<file path="src/hw/rtl/tsa_pkg.sv">
package tsa_pkg;

  localparam int COORD_BITS = 16;

  // difference of two coordinates, then its square and the cross terms
  localparam int DIFF_W  = COORD_BITS + 1;
  localparam int PROD_W  = 2 * DIFF_W;
  localparam int SQ_W    = 2 * COORD_BITS;
  localparam int SUM_W   = SQ_W + 1;
  localparam int CROSS_W = PROD_W + 1;

  // radicand is 100 * (dx^2 + dy^2); 100 < 2^7
  localparam int ROOT_W = (SUM_W + 7 + 1) / 2;
  localparam int RAD_W  = 2 * ROOT_W;
  localparam int REM_W  = ROOT_W + 2;

  localparam int SIDE_W = 20;
  localparam int AREA_W = 32;

  localparam int FRONT_STAGES = 4;
  localparam int NSTAGE       = FRONT_STAGES + ROOT_W + 1;

  typedef logic signed [COORD_BITS-1:0] coord_t;
  typedef logic signed [DIFF_W-1:0]     diff_t;
  typedef logic signed [PROD_W-1:0]     prod_t;
  typedef logic        [SQ_W-1:0]       sq_t;
  typedef logic        [SUM_W-1:0]      sum_t;
  typedef logic signed [CROSS_W-1:0]    cross_t;
  typedef logic        [RAD_W-1:0]      rad_t;
  typedef logic        [REM_W-1:0]      rem_t;
  typedef logic        [ROOT_W-1:0]     root_t;
  typedef logic        [SIDE_W-1:0]     side_t;
  typedef logic        [AREA_W-1:0]     area_t;

  typedef struct packed {
    rad_t  n_ab;
    rad_t  n_bc;
    rad_t  n_ac;
    area_t area;
  } front_out_t;

endpackage

</file>
<file path="src/hw/rtl/tsa_root_step.sv">
module tsa_root_step import tsa_pkg::*; (
  input  logic  clk,
  input  logic  en,
  input  rem_t  rem_i,
  input  root_t root_i,
  input  rad_t  rad_i,
  output rem_t  rem_o,
  output root_t root_o,
  output rad_t  rad_o
);

  rem_t  rem_r, rem_nxt, rem_sh, trial;
  root_t root_r, root_nxt;
  rad_t  rad_r;
  logic  ge;

  // bring down the next two radicand bits and try root*4+1
  assign rem_sh   = {rem_i[REM_W-3:0], rad_i[RAD_W-1 -: 2]};
  assign trial    = {root_i, 2'b01};
  assign ge       = rem_sh >= trial;
  assign rem_nxt  = ge ? rem_sh - trial : rem_sh;
  assign root_nxt = {root_i[ROOT_W-2:0], ge};

  always_ff @(posedge clk) begin
    if (en) begin
      rem_r  <= rem_nxt;
      root_r <= root_nxt;
      rad_r  <= rad_i << 2;
    end
  end

  assign rem_o  = rem_r;
  assign root_o = root_r;
  assign rad_o  = rad_r;

endmodule

</file>
<file path="src/hw/rtl/tsa_isqrt.sv">
module tsa_isqrt import tsa_pkg::*; (
  input  logic            clk,
  input  logic [ROOT_W:0] en,
  input  rad_t            n,
  output side_t           side
);

  rem_t  rem_w  [0:ROOT_W];
  root_t root_w [0:ROOT_W];
  rad_t  rad_w  [0:ROOT_W];
  root_t side_r;
  logic  up;

  assign rem_w[0]  = '0;
  assign root_w[0] = '0;
  assign rad_w[0]  = n;

  for (genvar i = 0; i < ROOT_W; i++) begin : g_step
    tsa_root_step u_step (
      .clk    (clk),
      .en     (en[i]),
      .rem_i  (rem_w[i]),
      .root_i (root_w[i]),
      .rad_i  (rad_w[i]),
      .rem_o  (rem_w[i+1]),
      .root_o (root_w[i+1]),
      .rad_o  (rad_w[i+1])
    );
  end

  // round up when n - r^2 exceeds r; ties cannot occur
  assign up = rem_w[ROOT_W] > REM_W'(root_w[ROOT_W]);

  always_ff @(posedge clk) begin
    if (en[ROOT_W]) begin
      side_r <= root_w[ROOT_W] + ROOT_W'(up);
    end
  end

  assign side = SIDE_W'(side_r);

endmodule

</file>
<file path="config.mk">
export PLATFORM = sky130hd
export DESIGN_NAME = tsa_isqrt
export DESIGN_NICKNAME = d
export VERILOG_FILES = /design/src/hw/rtl/tsa_pkg.sv /design/src/hw/rtl/tsa_root_step.sv /design/src/hw/rtl/tsa_isqrt.sv
export SDC_FILE = /design/constraint.sdc
export NUM_CORES = 1
export LEC_CHECK = 0
export BUFFER_PORTS_ARGS = -buffer_cell sky130_fd_sc_hd__buf_4
export CORE_UTILIZATION = 50
export CTS_CLUSTER_DIAMETER = 200
export CTS_CLUSTER_SIZE = 20
export DETAILED_ROUTE_END_ITERATION = 10
export PLACE_DENSITY = 0.78
export SLEW_MARGIN = 10
export SYNTH_ARGS = -nofsm -noshare
export SYNTH_HDL_FRONTEND = slang
export SYNTH_SLANG_ARGS = --single-unit
</file>
<file path="constraint.sdc">
create_clock -name clk -period 7.38 [get_ports clk]
set_clock_uncertainty 0.2 [all_clocks]
set_input_delay 1.107 -clock clk [delete_from_list [all_inputs] [get_ports clk]]
set_output_delay 1.107 -clock clk [all_outputs]
set_load 0.02 [all_outputs]
</file>
==> impl_metrics.py, run 1 <==
metrics = {
    "worst_setup_path": {
        "cpPeakStageDelay_ns": 0.48,
        "crit_chain": "inv_1 -> ha_1 -> nand4_1 -> nor4_1 -> nand2_1 -> o21ai_0 -> a221oi_1 -> nor2_1 -> ha_1 -> ha_1 -> nand3_1 -> nor3_1 -> nand2_1 -> xnor2_1",
        "end_kind": "register",
        "cp.arrival_ns": 4.01,
        "path_class": "register to register",
        "crit_slowest_cell": "nor3_1",
        "path_max_fanout": 5,
        "ff2ff_setup_slack_ns": 3.59,
        "reg2reg_depth": 14,
        "cp_common_cell": "ha_1",
        "cp.required_ns": 7.60,
        "start_kind": "register",
    },
    "grt": {
        "grt_pass1_wl_um": 138000,
        "antenna_found_initial": 0,
        "grt_usage_pct": 17.9,
        "first_global_vias": 27288,
        "grt_max_degree": 58,
        "grt.overflow.total": 0,
    },
    "power_and_ir_drop": {
        "p_leak_nw": 19.2,
        "p_per_area_nw_per_um2": 278,
        "ir_drop_v": 0.000276,
        "total_power_mw": 14.0,
    },
    "logic_synthesis": {
        "synth_top_area_share_pct": 63.2,
        "synth_edf_count": 989,
        "synth_area_sq_um": 47000,
        "ys_warn_count": 0,
        "synthTopCellsByArea": "edfxtp_1 63%, ha_1 6.8%, xnor2_1 3.3%",
        "synth_common_cells": "989 x edfxtp_1, 311 x inv_1, 255 x ha_1",
        "ys_seq_area_share_pct": 63.2,
        "synth_ff_type": "edfxtp_1",
        "ys_types": 86,
        "syn_nets": 3926,
        "async_flop_share_pct": 0,
        "ys_seq_elements": 989,
        "avgSynthCellArea_sq_um": 13.0,
        "yosysMostFrequentCell": "edfxtp_1",
        "synthCells": 3609,
        "synth_top_area_cell": "edfxtp_1",
    },
    "clock_tree": {
        "clockBufferDepth": 3,
        "ctsResizeCount": 0,
        "htreeDepth": 2,
        "clk_pin_slew_ns": 0.08,
        "cts_tree": "yes",
        "root_buffer": "clkbuf_16",
        "cts_buffers": 55,
        "ctsHoldBuffers": 0,
        "worstSkewPairLatency_ns": 0.66,
        "post_cts_buffers": 0,
        "cts_num_sinks": 989,
    },
    "drt": {
        "post_drt_wl_per_cell_um": 17.1,
        "ant_nets": 0,
        "vias": 27570,
        "drc": 0,
        "drt-initial-drc-count": 2162,
        "first_pass_iters": 5,
        "totalWireLength_um": 84800,
        "routed_via_density": 5.57,
    },
    "floorplanning": {
        "die_area_sq_um": 95200,
        "die_h_um": 309,
        "start_util_pct": 50.4,
        "die_w_um": 309,
        "fp.coreArea_sq_um": 93200,
        "core.rowCount": 112,
        "ios": 82,
    },
    "worst_hold_path": {
        "hold_class": "register to register",
        "worstHoldPathCells": 0,
    },
    "sta": {
        "period_share_pct": 51.3,
        "hold_viol": 0,
        "tightest_slew_ns": 1.11,
        "fin_ws_ns": 3.59,
        "whs_ns": 0.214,
        "max_clock_freq_mhz": 264,
        "tns_ns": 0,
        "setup_viol": 0,
        "max_slew_margin_pct": 23.9,
        "min_period_ns": 3.79,
        "drv_slew": 0,
        "rsz0062_at_grt": "false",
    },
    "final_layout": {
        "syn_to_final_growth_pct": 7.44,
        "drive_gt1_share_pct": 7.55,
        "antenna_cells": 0,
        "fin_nets": 4011,
        "final_area_sq_um": 50500,
    },
    "flow_run": {
        "cap_viol_max_count": 0,
    },
    "place": {
        "placed_cell_area_sq_um": 49000,
        "place.gp.congestion": 0.901,
        "place_ws_ns": 3.65,
        "dp_hpwl_um": 63300,
        "port_buffers": 81,
    },
    "status": {
        "outcome": "completed",
    },
}
==> metal layers <==
| layer | routed length (um) | track usage, % | vias to the layer above |
|---|---|---|---|
| met3 | 3950 | 2.21 | 146 |
| met1 | 36200 | 23.2 | 13282 |
| met5 | 0 | 0 | - |
| met2 | 42400 | 31.4 | 647 |
| met4 | 2260 | 5.22 | 0 |
| li1 | - | - | 13495 |
==> logic make-up after synthesis <==
kind of cell / count (synthesis) / synth area share, %
DFF: 989 / 63.2
and+or+nand+nor: 881 / 9.45
AOI/OAI and AO/OA: 704 / 9.57
buffers and inverters: 376 / 3.03
xor gates and xnor gates: 310 / 5.78
adders and majority gates: 255 / 6.79
muxes: 93 / 2.20
other: 1 / 0.00798
==> worst max-delay path, delay by kind of cell, from the launching register on <==
family	cells	cell delay (ns)
DFF	1	0.38
xor gates and xnor gates	1	0.15
and+or+nand+nor	7	1.70
buffers and inverters	1	0.09
adders and majority gates	3	0.74
AOI/OAI and AO/OA	2	0.28
==> state kept, by name, indices dropped and copies added (netlist names) <==
| register | flops |
|---|---|
| g_step.u_step.rad_o | 380 |
| g_step.u_step.rem_o | 379 |
| g_step.u_step.root_o | 210 |
| side | 20 |
==> report_power, final <==
group	internal (mW)	total (mW)	switching, mW
registers	7.13	7.54	0.405
logic	1.51	3.45	1.95
clock network	1.34	3.05	1.71
==> final cells by class <==
class	count	area [sq um]
Clock buffer	55	1380
Clock inverter	5	85.1
Fill cell	7419	42700
Inverter	314	1180
Multi-Input combinational cell	2244	15900
Sequential cell	989	29700
Tap cell	1254	1570
Timing Repair Buffer	90	676
==> layout by cell type, fill, tap and decap left out, types with 72 or more instances in the layout <==
master,instances
nand2_1,195
xnor2_1,177
o21ai_0,155
a21o_1,72
inv_1,311
nor2_1,226
mux2_2,84
nor3_1,101
xor2_1,133
buf_4,90
edfxtp_1,989
a21oi_1,224
ha_1,255
==> path summary, 6_finish.rpt <==
kind	startpoint	to
setup / recovery	g_step[19].u_step.root_o[15]	side[18]
hold / removal	g_step[6].u_step.rad_o[16]	g_step[7].u_step.rad_o[18]
setup reg to reg	g_step[19].u_step.root_o[15]	side[18]
hold reg to reg	g_step[6].u_step.rad_o[16]	g_step[7].u_step.rad_o[18]
==> through the flow <==
stage,std cells,utilization (%)
floorplan,3609,-
global placement,4891,52.6
detailed placement,4891,52.6
CTS,4951,54.2
global route,4951,54.2
finish,4951,54.2
Power figures use the tool's default switching activity.
==> run 2: changes to the inputs <==
--- a/config.mk
+++ b/config.mk
@@ -10,7 +10,7 @@
 export CTS_CLUSTER_DIAMETER = 200
 export CTS_CLUSTER_SIZE = 20
 export DETAILED_ROUTE_END_ITERATION = 10
-export PLACE_DENSITY = 0.78
+export PLACE_DENSITY = 0.8
 export SLEW_MARGIN = 10
 export SYNTH_ARGS = -nofsm -noshare
 export SYNTH_HDL_FRONTEND = slang
==> constraint.sdc (replaced) <==
create_clock -name clk -period 3.29 [get_ports clk]
set_clock_uncertainty 0.2 [all_clocks]
set_input_delay 0.4935 -clock clk [delete_from_list [all_inputs] [get_ports clk]]
set_output_delay 0.4935 -clock clk [all_outputs]
set_load 0.02 [all_outputs]
==> impl_metrics.py, run 2 (synthesis results as in run 1) <==
metrics = {
    "status": {
        "outcome": "complete, but fails checks",
        "failed_checks": "design-rule violations",
    },
    "drt": {
        "drt-initial-drc-count": 2133,
        "drc": 1,
        "ant_nets": 0,
        "vias": 28495,
        "first_pass_iters": 9,
        "post_drt_wl_per_cell_um": 17.4,
        "routed_via_density": 5.59,
        "totalWireLength_um": 88500,
    },
    "flow_run": {
        "cap_viol_max_count": 0,
    },
    "power_and_ir_drop": {
        "p_leak_nw": 20.0,
        "netSwitchingFraction_pct": 28.9,
        "switching_power_mw": 9.27,
        "internal_power_mw": 22.8,
        "p_seq_share_pct": 52.7,
        "comb_power_share_pct": 25.9,
        "ir_drop_v": 0.000483,
        "pwr-share-clk_pct": 21.4,
        "p_per_area_nw_per_um2": 618,
    },
    "sta": {
        "min_period_ns": 3.17,
        "drv_slew": 0,
        "hold_viol": 0,
        "fin_ws_ns": 0.123,
        "tns_ns": 0,
        "setup_viol": 0,
        "period_share_pct": 96.3,
        "max_clock_freq_mhz": 316,
        "max_slew_margin_pct": 47.1,
        "tightest_slew_ns": 0.784,
    },
    "grt": {
        "grt_max_degree": 58,
        "first_global_vias": 28131,
        "grt_usage_pct": 18.4,
        "antenna_found_initial": 0,
        "grt_pass1_wl_um": 142000,
        "grt.overflow.total": 0,
    },
    "final_layout": {
        "drive_gt1_share_pct": 10.8,
        "syn_to_final_growth_pct": 10.6,
        "fin_nets": 4161,
        "mostFrequentLayoutCells": "989 x edfxtp_1, 309 x inv_1, 250 x ha_1",
        "antenna_cells": 0,
        "largest_reg_flops": 380,
        "final_common_cell": "edfxtp_1",
    },
    "floorplanning": {
        "die_h_um": 309,
        "ios": 82,
        "die_w_um": 309,
        "start_util_pct": 50.4,
        "core.rowCount": 112,
        "fp.coreArea_sq_um": 93200,
        "die_area_sq_um": 95200,
    },
    "clock_tree": {
        "clk_pin_slew_ns": 0.09,
        "cts_num_sinks": 989,
        "worstSkewPairLatency_ns": 0.67,
        "clockBufferDepth": 3,
        "cts_tree": "yes",
        "cts_buffers": 55,
        "root_buffer": "clkbuf_16",
        "htreeDepth": 2,
    },
    "worst_setup_path": {
        "cp.arrival_ns": 3.39,
        "cp.required_ns": 3.51,
        "path_max_fanout": 3,
        "cp_common_cell": "buf_4",
        "r2r_end": "side[19]",
        "reg2reg_depth": 17,
        "end_kind": "register",
        "start_kind": "register",
        "crit_chain": "inv_1 -> ha_1 -> nand4_1 -> nor4_2 -> buf_4 -> nand2_4 -> o21ai_2 -> a221oi_2 -> buf_4 -> nor2_4 -> ha_4 -> buf_4 -> nand4_1 -> buf_4 -> nor3_4 -> nand3_1 -> xnor2_1",
        "cpPeakStageDelay_ns": 0.36,
        "r2r_start": "g_step[19].u_step.root_o[17]",
        "path_class": "register to register",
        "ff2ff_setup_slack_ns": 0.12,
        "crit_slowest_cell": "edfxtp_1",
        "critPathTopFamily": "simple AND/OR/NAND/NOR gates",
        "crit_buf_inv": 5,
    },
    "worst_hold_path": {
        "min_from": "en[0]",
        "hold_end": "g_step[0].u_step.rad_o[22]",
        "worstHoldPathCells": 1,
        "hold_class": "input port to register",
    },
    "place": {
        "place.gp.congestion": 0.911,
        "port_buffers": 81,
        "place_ws_ns": -0.230,
        "dp_hpwl_um": 64400,
    },
}
-- run 2: cell count changes in the layout (fill, tap and decap cells not counted), moves of 3 or more --
cell / before / now
buf_12: 0 / 5
buf_4: 90 / 193
dlygate4sd3_1: 0 / 42
ha_1: 255 / 250
ha_4: 0 / 4
nor3_1: 101 / 95
nor3_2: 3 / 7
nor4_1: 37 / 34
nor4_2: 0 / 3
o21ai_0: 155 / 151
-- run 2: what timing repair did --
action / CTS / global route
gates resized for setup: 7 / 31
setup buffers: 0 / 8
cloned: 0 / 0
hold endpoints to repair: 50 / 0
endpoints found under the setup margin: 8 / 54
hold buffers: 42 / 0
pin swaps: 1 / 14
-- run 2: per-stage QoR --
stage / total power [mW] / instances / hold WS [ns] / util, % / area, sq um
final: 32.1 / 5100 / 0.119 / 55.8 / 52000
after global routing: 33.8 / 5100 / 0.117 / 55.8 / 52000
after CTS: 32.0 / 5092 / 0.104 / 55.6 / 51800
after detailed placement: 25.2 / 4991 / 0.205 / 53.5 / 49800
after global placement: 24.9 / 4991 / 0.200 / 53.5 / 49800
after floorplan: 22.6 / 3609 / 0.200 / - / 47000
-- run 2: worst max-delay path by stage --
| stage | start | to | slack [ns] | cells after the start |
|---|---|---|---|---|
| 6_report | g_step[19].u_step.root_o[17] | side[19] | 0.12 | 17 |
| 4_1_cts | g_step[19].u_step.root_o[3] | side[5] | 0.01 | 16 |
| 3_5_place_dp | g_step[19].u_step.root_o[17] | side[17] | -0.23 | 16 |
| 2_1_floorplan | g_step[11].u_step.rem_o[0] | g_step[12].u_step.rem_o[10] | 0.17 | 10 |
| 3_3_place_gp | g_step[19].u_step.root_o[17] | side[17] | -0.10 | 16 |
| 5_1_grt | g_step[19].u_step.rem_o[19] | side[19] | -0.02 | 16 |
-- run 2: area by class of cell --
type,count,area [sq um]
clock buffer,56,1400
clock inverter,3,66.3
fill,7187,41200
inverter,314,1180
multi-input combinational,2244,16100
sequential,989,29700
tap,1254,1570
timing repair buffer,240,1970
-- run 2: worst reg2reg max path: cells and delay by family (launching register included) --
kind | cells | cell delay (ns)
AOI/OAI and AO/OA | 2 | 0.20
buffers and inverters | 5 | 0.68
xor gates and xnor gates | 1 | 0.15
adders and majority gates | 2 | 0.45
DFF | 1 | 0.36
and+or+nand+nor | 7 | 0.91
-- run 2: power by group through the flow --
stage | registers [mW] | clock network [mW] | logic [mW]
final | 16.9 | 6.88 | 8.30
after global routing | 17.1 | 7.47 | 9.20
after CTS | 16.9 | 7.02 | 8.09
after detailed placement | 17.2 | 0 | 7.96
after global placement | 17.1 | 0 | 7.80
after floorplan | 16.9 | 0 | 5.77
-- run 2: metal layers --
| layer | track usage, % | vias to the layer above | wire (um) |
|---|---|---|---|
| li1 | - | 13803 | - |
| met3 | 2.43 | 168 | 4150 |
| met1 | 23.3 | 13813 | 37100 |
| met5 | 0 | - | 0 |
| met4 | 5.74 | 0 | 2520 |
| met2 | 32.8 | 711 | 44800 |
